===== config.mk =====
export PLATFORM = sky130hd
export DESIGN_NAME = raster_test_pattern_generator
export DESIGN_NICKNAME = d
export VERILOG_FILES = /design/src/design/rtpg_pkg.sv /design/src/design/rtpg_ctrl.sv /design/src/design/rtpg_datapath.sv /design/src/design/raster_test_pattern_generator.sv
export SDC_FILE = /design/constraint.sdc
export NUM_CORES = 1
export LEC_CHECK = 0
export BUFFER_PORTS_ARGS = -buffer_cell sky130_fd_sc_hd__buf_4
export CAP_MARGIN = 5
export CORE_MARGIN = 5
export CORE_UTILIZATION = 60
export DETAILED_ROUTE_END_ITERATION = 10
export GPL_TIMING_DRIVEN = 0
export HOLD_SLACK_MARGIN = 0.03
export PLACE_DENSITY_LB_ADDON = 0.1
export REMOVE_ABC_BUFFERS = 1
export SLEW_MARGIN = 20
export SYNTH_ARGS = -nofsm -noshare
export SYNTH_HDL_FRONTEND = slang
export SYNTH_SLANG_ARGS = --single-unit

===== constraint.sdc =====
create_clock -name clock -period 9.64 [get_ports clock]
set_input_delay 0.964 -clock clock [delete_from_list [all_inputs] [get_ports clock]]
set_output_delay 0.964 -clock clock [all_outputs]
set_load 0.02 [all_outputs]

===== src/design/rtpg_pkg.sv =====
package rtpg_pkg;

   // Register file layout
   localparam int CSR_DATA_W  = 13;
   localparam int CSR_INDEX_W = 2;

   localparam logic [CSR_INDEX_W-1:0] CSR_FRAME_WIDTH  = 2'd0;
   localparam logic [CSR_INDEX_W-1:0] CSR_FRAME_HEIGHT = 2'd1;
   localparam logic [CSR_INDEX_W-1:0] CSR_PATTERN_MODE = 2'd2;

   localparam logic [CSR_DATA_W-1:0] FRAME_WIDTH_RESET  = 13'd1024;
   localparam logic [CSR_DATA_W-1:0] FRAME_HEIGHT_RESET = 13'd768;
   localparam logic                  PATTERN_MODE_RESET = 1'b1;

   localparam logic MODE_GRID     = 1'b0;
   localparam logic MODE_GRADIENT = 1'b1;

   // Pixel fields
   localparam int COLOR_W = 8;
   localparam int PIX_W   = 12;
   localparam logic [COLOR_W-1:0] COLOR_MAX = 8'd255;

   // Gradient scale factors as shifts: y*256 and (x+y)*64
   localparam int BLUE_SHIFT = 8;
   localparam int RED_SHIFT  = 6;

   // Quotients are known to fit in COLOR_W bits once saturation is ruled out
   localparam int DIV_STEPS  = COLOR_W;
   localparam int STEP_W     = $clog2(DIV_STEPS);

   typedef struct packed {
      logic start;   // latch the accepted item and set up the dividers
      logic step;    // one quotient bit for both dividers
      logic load;    // move the finished pixel into the output register
   } rtpg_cmd_type;

   typedef struct packed {
      logic div_done;  // the current step produces the last quotient bit
   } rtpg_status_type;

endpackage


===== src/design/rtpg_ctrl.sv =====
module rtpg_ctrl (
   input  logic                     clock,
   input  logic                     reset,
   input  logic                     req_valid,
   output logic                     req_ready,
   output logic                     rsp_valid,
   input  logic                     rsp_ready,
   output rtpg_pkg::rtpg_cmd_type   cmd,
   input  rtpg_pkg::rtpg_status_type status
);
   import rtpg_pkg::*;

   localparam logic [1:0] ST_IDLE    = 2'd0;
   localparam logic [1:0] ST_DIVIDE  = 2'd1;
   localparam logic [1:0] ST_DELIVER = 2'd2;

   logic [1:0] state_ff, state_in;
   logic       rsp_valid_ff, rsp_valid_in;
   logic       out_free;

   assign out_free  = !rsp_valid_ff || rsp_ready;
   assign req_ready = (state_ff == ST_IDLE);
   assign rsp_valid = rsp_valid_ff;

   always_comb begin
      state_in   = state_ff;
      cmd.start  = 1'b0;
      cmd.step   = 1'b0;
      cmd.load   = 1'b0;
      case (state_ff)
         ST_IDLE: begin
            if (req_valid) begin
               cmd.start = 1'b1;
               state_in  = ST_DIVIDE;
            end
         end
         ST_DIVIDE: begin
            cmd.step = 1'b1;
            if (status.div_done) begin
               state_in = ST_DELIVER;
            end
         end
         ST_DELIVER: begin
            if (out_free) begin
               cmd.load = 1'b1;
               state_in = ST_IDLE;
            end
         end
         default: begin
            state_in = ST_IDLE;
         end
      endcase
   end

   always_comb begin
      rsp_valid_in = rsp_valid_ff;
      if (cmd.load) begin
         rsp_valid_in = 1'b1;
      end else if (rsp_ready) begin
         rsp_valid_in = 1'b0;
      end
   end

   always_ff @(posedge clock) begin
      if (reset) begin
         state_ff     <= ST_IDLE;
         rsp_valid_ff <= 1'b0;
      end else begin
         state_ff     <= state_in;
         rsp_valid_ff <= rsp_valid_in;
      end
   end

   // A pending pixel is never overwritten by a new one.
   a_no_overwrite: assert property (@(posedge clock) disable iff (reset)
      cmd.load |-> (!rsp_valid_ff || rsp_ready))
      else $error("output register loaded while a pixel is still pending");

   a_start_divides: assert property (@(posedge clock) disable iff (reset)
      cmd.start |=> (state_ff == ST_DIVIDE))
      else $error("accepted item did not enter the divide phase");

   a_done_delivers: assert property (@(posedge clock) disable iff (reset)
      (cmd.step && status.div_done) |=> (state_ff == ST_DELIVER))
      else $error("last quotient step not followed by delivery");

   a_load_valid: assert property (@(posedge clock) disable iff (reset)
      cmd.load |=> rsp_valid_ff)
      else $error("loaded pixel not presented on the result channel");

endmodule


===== src/design/rtpg_datapath.sv =====
module rtpg_datapath #(
   parameter int COORD_BITS = 12
) (
   input  logic                                 clock,
   input  logic                                 reset,
   input  logic                                 csr_write_enable,
   input  logic [rtpg_pkg::CSR_INDEX_W-1:0]     csr_index,
   input  logic [rtpg_pkg::CSR_DATA_W-1:0]      csr_write_data,
   input  logic                                 req_restart,
   input  rtpg_pkg::rtpg_cmd_type               cmd,
   output rtpg_pkg::rtpg_status_type            status,
   output logic [rtpg_pkg::COLOR_W-1:0]         rsp_blue,
   output logic [rtpg_pkg::COLOR_W-1:0]         rsp_green,
   output logic [rtpg_pkg::COLOR_W-1:0]         rsp_red,
   output logic [rtpg_pkg::PIX_W-1:0]           rsp_pixel_x,
   output logic [rtpg_pkg::PIX_W-1:0]           rsp_pixel_y,
   output logic                                 rsp_line_end,
   output logic                                 rsp_frame_end
);
   import rtpg_pkg::*;

   localparam int SIZE_W  = COORD_BITS + 1;
   localparam int CLAMP_W = (CSR_DATA_W > SIZE_W) ? CSR_DATA_W : SIZE_W;
   localparam int SUM_W   = COORD_BITS + 2;
   localparam int REM_W   = COORD_BITS + 9;
   localparam logic [CLAMP_W-1:0] SIZE_MAX = {{(CLAMP_W-1){1'b0}}, 1'b1} << COORD_BITS;
   localparam logic [CLAMP_W-1:0] SIZE_MIN = {{(CLAMP_W-1){1'b0}}, 1'b1};

   // Configuration registers
   logic [CSR_DATA_W-1:0] frame_width_ff, frame_height_ff;
   logic                  pattern_mode_ff;

   always_ff @(posedge clock) begin
      if (reset) begin
         frame_width_ff  <= FRAME_WIDTH_RESET;
         frame_height_ff <= FRAME_HEIGHT_RESET;
         pattern_mode_ff <= PATTERN_MODE_RESET;
      end else if (csr_write_enable) begin
         case (csr_index)
            CSR_FRAME_WIDTH:  frame_width_ff  <= csr_write_data;
            CSR_FRAME_HEIGHT: frame_height_ff <= csr_write_data;
            CSR_PATTERN_MODE: pattern_mode_ff <= csr_write_data[0];
            default: ;
         endcase
      end
   end

   // Sizes in use, clamped to 1 .. 2^COORD_BITS
   logic [CLAMP_W-1:0] width_ext, height_ext, width_clamp, height_clamp;
   logic [SIZE_W-1:0]  width_use, height_use;

   always_comb begin
      width_ext  = CLAMP_W'(frame_width_ff);
      height_ext = CLAMP_W'(frame_height_ff);
      if (width_ext == '0) begin
         width_clamp = SIZE_MIN;
      end else if (width_ext > SIZE_MAX) begin
         width_clamp = SIZE_MAX;
      end else begin
         width_clamp = width_ext;
      end
      if (height_ext == '0) begin
         height_clamp = SIZE_MIN;
      end else if (height_ext > SIZE_MAX) begin
         height_clamp = SIZE_MAX;
      end else begin
         height_clamp = height_ext;
      end
      width_use  = width_clamp[SIZE_W-1:0];
      height_use = height_clamp[SIZE_W-1:0];
   end

   // Scan counters
   logic [COORD_BITS-1:0] column_ff, row_ff;
   logic [COORD_BITS-1:0] x_start, y_start;
   logic                  eol_start, eof_start;

   assign x_start   = req_restart ? '0 : column_ff;
   assign y_start   = req_restart ? '0 : row_ff;
   assign eol_start = {1'b0, x_start} >= (width_use - SIZE_W'(1));
   assign eof_start = eol_start && ({1'b0, y_start} >= (height_use - SIZE_W'(1)));

   always_ff @(posedge clock) begin
      if (reset) begin
         column_ff <= '0;
         row_ff    <= '0;
      end else if (cmd.start) begin
         if (eol_start) begin
            column_ff <= '0;
            row_ff    <= eof_start ? '0 : y_start + COORD_BITS'(1);
         end else begin
            column_ff <= x_start + COORD_BITS'(1);
            row_ff    <= y_start;
         end
      end
   end

   // Grid band: four horizontal bands at quarter heights
   logic [SIZE_W+1:0] h_ext, quarter1, quarter2, quarter3, y_ext;
   logic [1:0]        band;
   logic              grid_white;

   always_comb begin
      h_ext    = (SIZE_W+2)'(height_use);
      y_ext    = (SIZE_W+2)'(y_start);
      quarter1 = h_ext >> 2;
      quarter2 = (h_ext << 1) >> 2;
      quarter3 = (h_ext + (h_ext << 1)) >> 2;
      if (y_ext < quarter1) begin
         band = 2'd3;
      end else if (y_ext < quarter2) begin
         band = 2'd2;
      end else if (y_ext < quarter3) begin
         band = 2'd1;
      end else begin
         band = 2'd0;
      end
      grid_white = ~x_start[band];
   end

   // Gradient dividers. Saturation is decided up front; otherwise the quotient
   // fits in eight bits and is produced one bit per step, divisor moving right.
   logic [COORD_BITS:0]   xy_sum;
   logic [SUM_W-1:0]      wh_sum;
   logic                  blue_sat, red_sat;

   assign xy_sum   = (COORD_BITS+1)'(x_start) + (COORD_BITS+1)'(y_start);
   assign wh_sum   = SUM_W'(width_use) + SUM_W'(height_use);
   assign blue_sat = {1'b0, y_start} >= height_use;
   assign red_sat  = (SUM_W+2)'(xy_sum) >= {wh_sum, 2'b00};

   logic [REM_W-1:0]   blue_rem_ff, blue_div_ff, red_rem_ff, red_div_ff;
   logic [COLOR_W-1:0] blue_q_ff, red_q_ff;
   logic [STEP_W-1:0]  step_ff;
   logic               blue_ge, red_ge;

   assign blue_ge = blue_rem_ff >= blue_div_ff;
   assign red_ge  = red_rem_ff >= red_div_ff;
   assign status.div_done = (step_ff == STEP_W'(DIV_STEPS - 1));

   always_ff @(posedge clock) begin
      if (cmd.start) begin
         blue_rem_ff <= REM_W'(y_start) << BLUE_SHIFT;
         blue_div_ff <= REM_W'(height_use) << (DIV_STEPS - 1);
         red_rem_ff  <= REM_W'(xy_sum) << RED_SHIFT;
         red_div_ff  <= REM_W'(wh_sum) << (DIV_STEPS - 1);
         step_ff     <= '0;
      end else if (cmd.step) begin
         if (blue_ge) begin
            blue_rem_ff <= blue_rem_ff - blue_div_ff;
         end
         if (red_ge) begin
            red_rem_ff <= red_rem_ff - red_div_ff;
         end
         blue_div_ff <= blue_div_ff >> 1;
         red_div_ff  <= red_div_ff >> 1;
         blue_q_ff   <= {blue_q_ff[COLOR_W-2:0], blue_ge};
         red_q_ff    <= {red_q_ff[COLOR_W-2:0], red_ge};
         step_ff     <= step_ff + STEP_W'(1);
      end
   end

   // Item context held through the divide phase
   logic [COORD_BITS-1:0] x_ff, y_ff;
   logic                  eol_ff, eof_ff, mode_ff, white_ff, blue_sat_ff, red_sat_ff;

   always_ff @(posedge clock) begin
      if (cmd.start) begin
         x_ff        <= x_start;
         y_ff        <= y_start;
         eol_ff      <= eol_start;
         eof_ff      <= eof_start;
         mode_ff     <= pattern_mode_ff;
         white_ff    <= grid_white;
         blue_sat_ff <= blue_sat;
         red_sat_ff  <= red_sat;
      end
   end

   // Output register
   logic [COLOR_W-1:0] blue_in, green_in, red_in;
   logic [COLOR_W-1:0] blue_ff, green_ff, red_ff;
   logic [PIX_W-1:0]   pixel_x_ff, pixel_y_ff;
   logic               line_end_ff, frame_end_ff;

   always_comb begin
      if (mode_ff == MODE_GRADIENT) begin
         blue_in  = blue_sat_ff ? COLOR_MAX : blue_q_ff;
         green_in = '0;
         red_in   = red_sat_ff ? COLOR_MAX : red_q_ff;
      end else begin
         blue_in  = white_ff ? COLOR_MAX : '0;
         green_in = blue_in;
         red_in   = blue_in;
      end
   end

   always_ff @(posedge clock) begin
      if (cmd.load) begin
         blue_ff      <= blue_in;
         green_ff     <= green_in;
         red_ff       <= red_in;
         pixel_x_ff   <= PIX_W'(x_ff);
         pixel_y_ff   <= PIX_W'(y_ff);
         line_end_ff  <= eol_ff;
         frame_end_ff <= eof_ff;
      end
   end

   assign rsp_blue      = blue_ff;
   assign rsp_green     = green_ff;
   assign rsp_red       = red_ff;
   assign rsp_pixel_x   = pixel_x_ff;
   assign rsp_pixel_y   = pixel_y_ff;
   assign rsp_line_end  = line_end_ff;
   assign rsp_frame_end = frame_end_ff;

endmodule


===== src/design/raster_test_pattern_generator.sv =====
// Raster test pattern generator.
// Each transfer on the request channel (req_valid/req_ready, field req_restart)
// produces exactly one pixel transfer on the response channel (rsp_valid/
// rsp_ready) carrying blue, green, red, the pixel position and line-end and
// frame-end marks. Pixels come out in raster order; req_restart set to 1 moves
// the scan back to pixel 0,0 before that pixel is produced.
// The csr_ write port sets frame width, frame height and pattern mode; writes
// take effect from the next request and leave the scan position as it is.
// After a request transfer the two gradient dividers each produce one quotient
// bit per step over eight steps, and the finished pixel is then loaded into the
// output register, which drives rsp_valid. The block takes one request at a
// time and takes the next one in the cycle after the load, so the eight-step
// divider loop sets the pace of the pixels.
// A finished pixel waits in the output register while the receiver stalls; the
// next request is already taken and computed meanwhile, and it is held until
// the output register frees up.
// Synchronous reset restores the register defaults (1024 x 768, gradient mode)
// and returns the scan to pixel 0,0; no clearing pass is needed.
module raster_test_pattern_generator #(
   parameter int COORD_BITS = 12
) (
   input  logic                              clock,
   input  logic                              reset,
   input  logic                              csr_write_enable,
   input  logic [rtpg_pkg::CSR_INDEX_W-1:0]  csr_index,
   input  logic [rtpg_pkg::CSR_DATA_W-1:0]   csr_write_data,
   input  logic                              req_valid,
   output logic                              req_ready,
   input  logic                              req_restart,
   output logic                              rsp_valid,
   input  logic                              rsp_ready,
   output logic [rtpg_pkg::COLOR_W-1:0]      rsp_blue,
   output logic [rtpg_pkg::COLOR_W-1:0]      rsp_green,
   output logic [rtpg_pkg::COLOR_W-1:0]      rsp_red,
   output logic [rtpg_pkg::PIX_W-1:0]        rsp_pixel_x,
   output logic [rtpg_pkg::PIX_W-1:0]        rsp_pixel_y,
   output logic                              rsp_line_end,
   output logic                              rsp_frame_end
);
   import rtpg_pkg::*;

   rtpg_cmd_type    cmd;
   rtpg_status_type status;

   // The controller sequences set-up, divide steps and output loading.
   rtpg_ctrl u_ctrl (
      .clock     (clock),
      .reset     (reset),
      .req_valid (req_valid),
      .req_ready (req_ready),
      .rsp_valid (rsp_valid),
      .rsp_ready (rsp_ready),
      .cmd       (cmd),
      .status    (status)
   );

   // The datapath holds the registers, scan counters, dividers and output pixel.
   rtpg_datapath #(
      .COORD_BITS (COORD_BITS)
   ) u_datapath (
      .clock            (clock),
      .reset            (reset),
      .csr_write_enable (csr_write_enable),
      .csr_index        (csr_index),
      .csr_write_data   (csr_write_data),
      .req_restart      (req_restart),
      .cmd              (cmd),
      .status           (status),
      .rsp_blue         (rsp_blue),
      .rsp_green        (rsp_green),
      .rsp_red          (rsp_red),
      .rsp_pixel_x      (rsp_pixel_x),
      .rsp_pixel_y      (rsp_pixel_y),
      .rsp_line_end     (rsp_line_end),
      .rsp_frame_end    (rsp_frame_end)
   );

endmodule


After elaboration in Yosys (flattened, before gate mapping)
Cells that the tools add are included.
- add/sub/neg operators: 10
- multipliers: 0
- divide/modulo/power cells: 0
- $lt $le $gt $ge: 12
- equality and inequality tests: 8
- shift operators: 0
- multiplexer cells: 40
- bitwise gates (word level): 2
- reductions and logical operators: 20
- operator list (operator ; number):
    $mux 20 ; 5
    $mux 12 ; 5
    $mux 19 ; 3
    $mux 13 ; 4
    $mux 21 ; 2
    $mux 8 ; 5
    $ge 12x13->1 ; 3
    $gt 13x13->1 const B ; 2
    $logic_not 13->1 ; 2
    $sub 13x1->13 const B ; 2
    $add 12x1->12 const B ; 2
    $ge 21x20->1 ; 1
    $ge 21x21->1 ; 1
    $sub 21x20->21 ; 1
    $sub 21x21->21 ; 1
    $ge 13x16->1 ; 1
    $reduce_and 2->1 ; 8
    $add 13x14->15 ; 1
    $add 13x13->14 ; 1
    $add 12x12->13 ; 1
    $lt 12x13->1 ; 1
    $lt 12x11->1 ; 1
    $lt 12x12->1 ; 1
    $mux 2 ; 5
    17 further kinds ; 33
- register bits after elaboration: 236
- latch bits: 0
- memory bits (writable): 0
- ROM bits: 0
- input bits: 21
- output and inout bits: 52
- logic and storage cells: 125
- memories kept: 0

Logic depth before layout (Yosys ltp)
- word-level depth: 11
- gate-level depth with buffers: 21
- depth with buffers taken out: 21

By module
Synthesis repeated with hierarchy kept, for this count alone.
- cells, all modules: 1572
- area total of the unflattened synthesis: 15099.5 µm²
- by module, submodules not included (module ; times used ; cells each ; area each (µm²) ; seq. area each (µm²)):
    rtpg_datapath ; 1 ; 1555 ; 14943.1 ; 5935.7
    rtpg_ctrl ; 1 ; 17 ; 156.4 ; 60.1

Least setup slack after synthesis
No wires, ideal clock.
- kind: input port to flip-flop
- start: input port req_restart
- end: register u_datapath.red_sat_ff, data pin
- library setup time: 180 ps
- arrival: 4060 ps
- setup slack: 5400 ps
- cell stages on the path: 18
- buffers on the path: 1
- cell sequence: inv_1 -> clkbuf_1 -> nand2_1 -> inv_1 -> ha_1 -> a21o_1 -> a21oi_1 -> nor2b_1 -> o41ai_1 -> o21ai_1 -> o41a_1 -> xor2_1 -> ha_1 -> nand2_1 -> nor2_1 -> o21ai_0 -> a21o_1 -> a221oi_1
- word-level cells in the longest chain between the ends: 3
- elaborated cells between the ends (all ways): 4
- classes of those cells: 1 x add/sub; 1 x order compare; 2 x mux
- RTL lines (what ; RTL line ; RTL):
    from (decl) ; raster_test_pattern_generator.sv:29 ; input logic req_restart,
    $mux 12 ; rtpg_datapath.sv:79 ; assign y_start = req_restart ? '0 : row_ff;
    named net u_datapath.y_start[1] ; rtpg_datapath.sv:75 ; logic [COORD_BITS-1:0] x_start, y_start;
    $add 12x12->13 ; rtpg_datapath.sv:127 ; assign xy_sum = (COORD_BITS+1)'(x_start) + (COORD_BITS+1)'(y_start);
    $ge 13x16->1 ; rtpg_datapath.sv:130 ; assign red_sat = (SUM_W+2)'(xy_sum) >= {wh_sum, 2'b00};
    named net u_datapath.red_sat ; rtpg_datapath.sv:125 ; logic blue_sat, red_sat;
    to (signal assigned) ; rtpg_datapath.sv:176 ; red_sat_ff <= red_sat;
    to (decl) ; rtpg_datapath.sv:165 ; logic eol_ff, eof_ff, mode_ff, white_ff, blue_sat_ff, red_sat_ff;
The timed path passes the listed nets, and every way through them passes these cells.
A chain may end at the register's enable or synchronous reset.

Final worst setup path
- start: register u_datapath.frame_height_ff[12]
- end: register u_datapath.white_ff, data pin
- word-level cells in the longest chain between the ends: 11
- elaborated cells between the ends (all ways): 14
- classes of those cells: 1 x add/sub; 4 x order compare; 7 x mux; 1 x bitwise; 1 x reduce/logical
- RTL lines (what ; RTL line ; RTL):
    from (decl) ; rtpg_datapath.sv:30 ; logic [CSR_DATA_W-1:0] frame_width_ff, frame_height_ff;
    from (signal assigned) ; rtpg_datapath.sv:41 ; CSR_FRAME_HEIGHT: frame_height_ff <= csr_write_data;
    $gt 13x13->1 ; rtpg_datapath.sv:64 ; end else if (height_ext > SIZE_MAX) begin
    $mux 13 ; rtpg_datapath.sv:64 ;
    $mux 13 * ; rtpg_datapath.sv:62 ; if (height_ext == '0) begin
    $add 13x14->15 ; rtpg_datapath.sv:108 ; quarter3 = (h_ext + (h_ext << 1)) >> 2;
    $lt 12x13->1 ; rtpg_datapath.sv:113 ; end else if (y_ext < quarter3) begin
    $mux 1 ; rtpg_datapath.sv:113 ;
    $mux 2 ; rtpg_datapath.sv:111 ; end else if (y_ext < quarter2) begin
    $mux 2 * ; rtpg_datapath.sv:109 ; if (y_ext < quarter1) begin
    $bmux 1 s2 * ; rtpg_datapath.sv:118 ; grid_white = ~x_start[band];
    $mux 1 (not written as such) * ; rtpg_datapath.sv:118 ;
    $not 1->1 * ; rtpg_datapath.sv:118 ;
    named net u_datapath.grid_white ; rtpg_datapath.sv:101 ; logic grid_white;
    to (signal assigned) ; rtpg_datapath.sv:174 ; white_ff <= grid_white;
    to (decl) ; rtpg_datapath.sv:165 ;
Mark *: on every way through the listed nets, which the timed path passes. The rest lies on a longest branch. The select of a mux whose other input is x is not followed.

==> results.py <==
metrics = {
    "logic_synthesis": {
        "yosysTopAreaCellShare_pct": 28.5,
        "synth_commonest_cells": "ha_1 (181), nand2_1 (160), edfxtp_1 (141)",
        "synth-seq-cells": 229,
        "seq_area_frac_synth_pct": 40.4,
        "postSynthAreaPerCell_sq_um": 9.55,
        "synth_cells": 1555,
        "syn_area_sq_um": 14800,
        "synth.most_common_cell": "ha_1",
        "synth_ff_type": "edfxtp_1",
        "yosysUniqueCellTypes": 80,
        "synth_largest_area_cell": "edfxtp_1",
        "synth.area.top_cells": "edfxtp_1 (29%), ha_1 (15%), dfxtp_1 (12%)",
        "yosysWarnings": 0,
        "synth-edff-count": 141,
        "asyncSetResetFlopFracSynth_pct": 0,
    },
    "sta": {
        "slew_headroom_pct": 23.0,
        "setup_slack_ns": 3.94,
        "hold_viol": 0,
        "period_minus_slack_ns": 5.70,
        "rsz0062_at_grt": "false",
        "tns_ns": 0,
        "hold_slack_ns": 0.416,
        "drv_slew": 0,
        "fin_worst_skew_ns": 0.00866,
        "fin_crit_sh_pct": 59.1,
        "setup_viol": 0,
        "fmaxAchievable_ghz": 0.175,
        "tightest_slew_ns": 1.15,
    },
    "place": {
        "io_buffer_count": 72,
        "gp_congestion": 0.895,
        "placed_cells": 1897,
        "hpwl_um": 25400,
        "place_ws_ns": 3.95,
        "place_area_sq_um": 15700,
    },
    "routing": {
        "drtPass1Iterations": 6,
        "routed_via_density": 5.96,
        "num_vias": 11593,
        "wl_per_cell_um": 18.1,
        "wl_um": 35200,
        "drt_iter0_markers": 893,
        "drcViolationCount": 0,
        "ant_nets": 0,
    },
    "power_and_ir_drop": {
        "p_per_area_nw_per_um2": 174,
        "peakVddDrop_mv": 0.120,
        "leakagePower_nw": 6.98,
    },
    "floorplan": {
        "start_util_pct": 61.0,
        "io_pins": 73,
        "die_h_um": 167,
        "die_w_um": 167,
        "core_sq_um": 24300,
        "die-area_sq_um": 28000,
        "fp-row-count": 57,
    },
    "clocking": {
        "cts_buffers": 25,
        "cts-resized-gates": 0,
        "clock_sinks": 229,
        "clock_tree.buffer_depth": 3,
        "path_clk_slew_ns": 0.06,
        "cts-root-buf": "clkbuf_16",
        "cts_tree": "built",
        "clock_latency_ns": 0.52,
        "cts_hold_buf": 0,
        "h-tree-depth": 1,
        "post_cts_buffers": 0,
    },
    "worst_setup_path": {
        "cpPeakStageDelay_ns": 0.83,
        "slowest_stage": "dfxtp_1",
        "path_delay_family": "compound AO/OA/AOI/OAI gates",
        "rr_startpoint": "u_datapath.frame_height_ff[12]$_SDFFE_PP0P_",
        "path_common_cell": "a21oi_1",
        "crit_start": "u_datapath.frame_height_ff[12]$_SDFFE_PP0P_",
        "startpoint_type": "flip-flop",
        "crit_path_cell_trace": "clkinv_1 -> nand2_1 -> inv_1 -> ha_1 -> a21o_1 -> a21oi_1 -> nor2b_1 -> o21ai_0 -> a21oi_1 -> a41o_1 -> nor2_1 -> xor2_1 -> ha_1 -> and3_1 -> o2111ai_1 -> a21oi_1 -> o211ai_1 -> a211oi_1 -> mux2i_1 -> a211o_1",
        "path_buf_inv": 2,
        "critPathArrivalTime_ns": 5.95,
        "rrSetupSlack_ns": 3.94,
        "end_kind": "flip-flop",
        "path_class": "reg2reg",
        "cp.required_ns": 9.89,
        "worstPathMaxFanout": 16,
    },
    "cells_and_area": {
        "drive_gt1_share_pct": 8.71,
        "area_growth_pct": 11.2,
        "post-route-cell-area_sq_um": 16500,
        "fin_nets": 1807,
        "stdcell_count": 1944,
    },
    "run_status": {
        "outcome": "complete, no violations",
    },
    "min_path": {
        "min_from": "u_datapath.y_ff[0]$_DFFE_PP_",
        "min_path_type": "reg2reg",
    },
    "grt": {
        "grt_pass1_wl_um": 57100,
        "grt_start_max_net_pins": 79,
        "grt_pass1_vias": 11243,
        "grtUsageTotal_pct": 24.4,
        "gr-total-overflow": 0,
        "antenna_found_initial": 0,
    },
    "job": {
        "cap_violations": 0,
    },
}
-- power by group --
group / switching [mW] / leakage (nW) / internal, mW
sequential: 0.0314 / 2.08 / 1.12
combinational: 0.426 / 4.47 / 0.294
clock: 0.391 / 0.425 / 0.599
-- cells in the final DEF, fill, tap and decap left out, types with 8 or more instances in the layout --
master	count
xor2_1	34
o21a_1	33
and2_1	8
a21o_1	32
buf_4	72
o21ai_0	63
nand4_1	9
a211oi_1	19
a31oi_1	15
a21boi_0	9
xnor2_1	43
a21oi_1	118
nand3b_1	8
ha_1	181
nand2_1	158
mux2i_1	16
inv_1	99
edfxtp_1	141
o22ai_1	37
a22o_1	14
dfxtp_1	88
nand3_1	27
nor2b_1	41
nor3_1	30
nor2_1	98
nand2b_1	23
or3_1	12
and3_1	16
clkbuf_16	27
o21ai_1	11
-- cell families after synthesis --
family / after synthesis / synth area share, %
AO/OA/AOI/OAI: 418 / 18.4
multiplexers: 16 / 1.08
XOR/XNOR: 77 / 4.54
flip-flops: 229 / 40.4
buffers and inverters: 159 / 4.32
adder cells (fa/ha/maj): 186 / 15.9
AND/OR/NAND/NOR: 470 / 15.4
-- state kept, by name (all words and copies together), names as in the netlist, 8 cells and up --
signal                      flops
u_datapath.frame_height_ff     13
u_datapath.column_ff           12
u_datapath.rsp_blue             8
u_datapath.red_q_ff             8
u_datapath.row_ff              12
u_datapath.rsp_pixel_y         12
u_datapath.frame_width_ff      13
u_datapath.blue_div_ff         20
u_datapath.red_rem_ff          21
u_datapath.y_ff                12
u_datapath.x_ff                12
u_datapath.blue_q_ff            8
u_datapath.red_div_ff          21
u_datapath.rsp_red              8
u_datapath.rsp_pixel_x         12
u_datapath.blue_rem_ff         21
-- path summary, 6_finish.rpt --
check / to / cells after the start
worst max-delay path: u_datapath.white_ff$_DFFE_PP_ / 20
worst min-delay path: u_datapath.rsp_pixel_y[0]$_DFFE_PP_ / 0
worst max register to register: u_datapath.white_ff$_DFFE_PP_ / 20
worst min register to register: u_datapath.rsp_pixel_y[0]$_DFFE_PP_ / 0
-- routing by layer --
layer	track usage, %	vias to the layer above	wire length (um)
met2	40.0	344	15900
met1	34.2	5452	16200
met5	0	-	0
met4	6.63	0	832
li1	-	5730	-
met3	3.23	67	2220
-- cell type report --
type                    count  area (sq um)
inverters                 102           389
repair buffers             75           623
flip-flops and latches    229          6000
clock buffers              33           708
well taps                 324           405
clock inverters            13           148
fillers                  1962          7810
multi-input cells        1167          8240
diodes                      1          2.50
-- metrics by stage --
step | utilization [%] | power (mW)
floorplan | - | 1.71
global placement | 63.9 | 1.86
detailed placement | 64.4 | 1.88
CTS | 67.9 | 2.87
global route | 67.9 | 3.01
finish | 67.9 | 2.87
(Power assumes the default switching activity.)
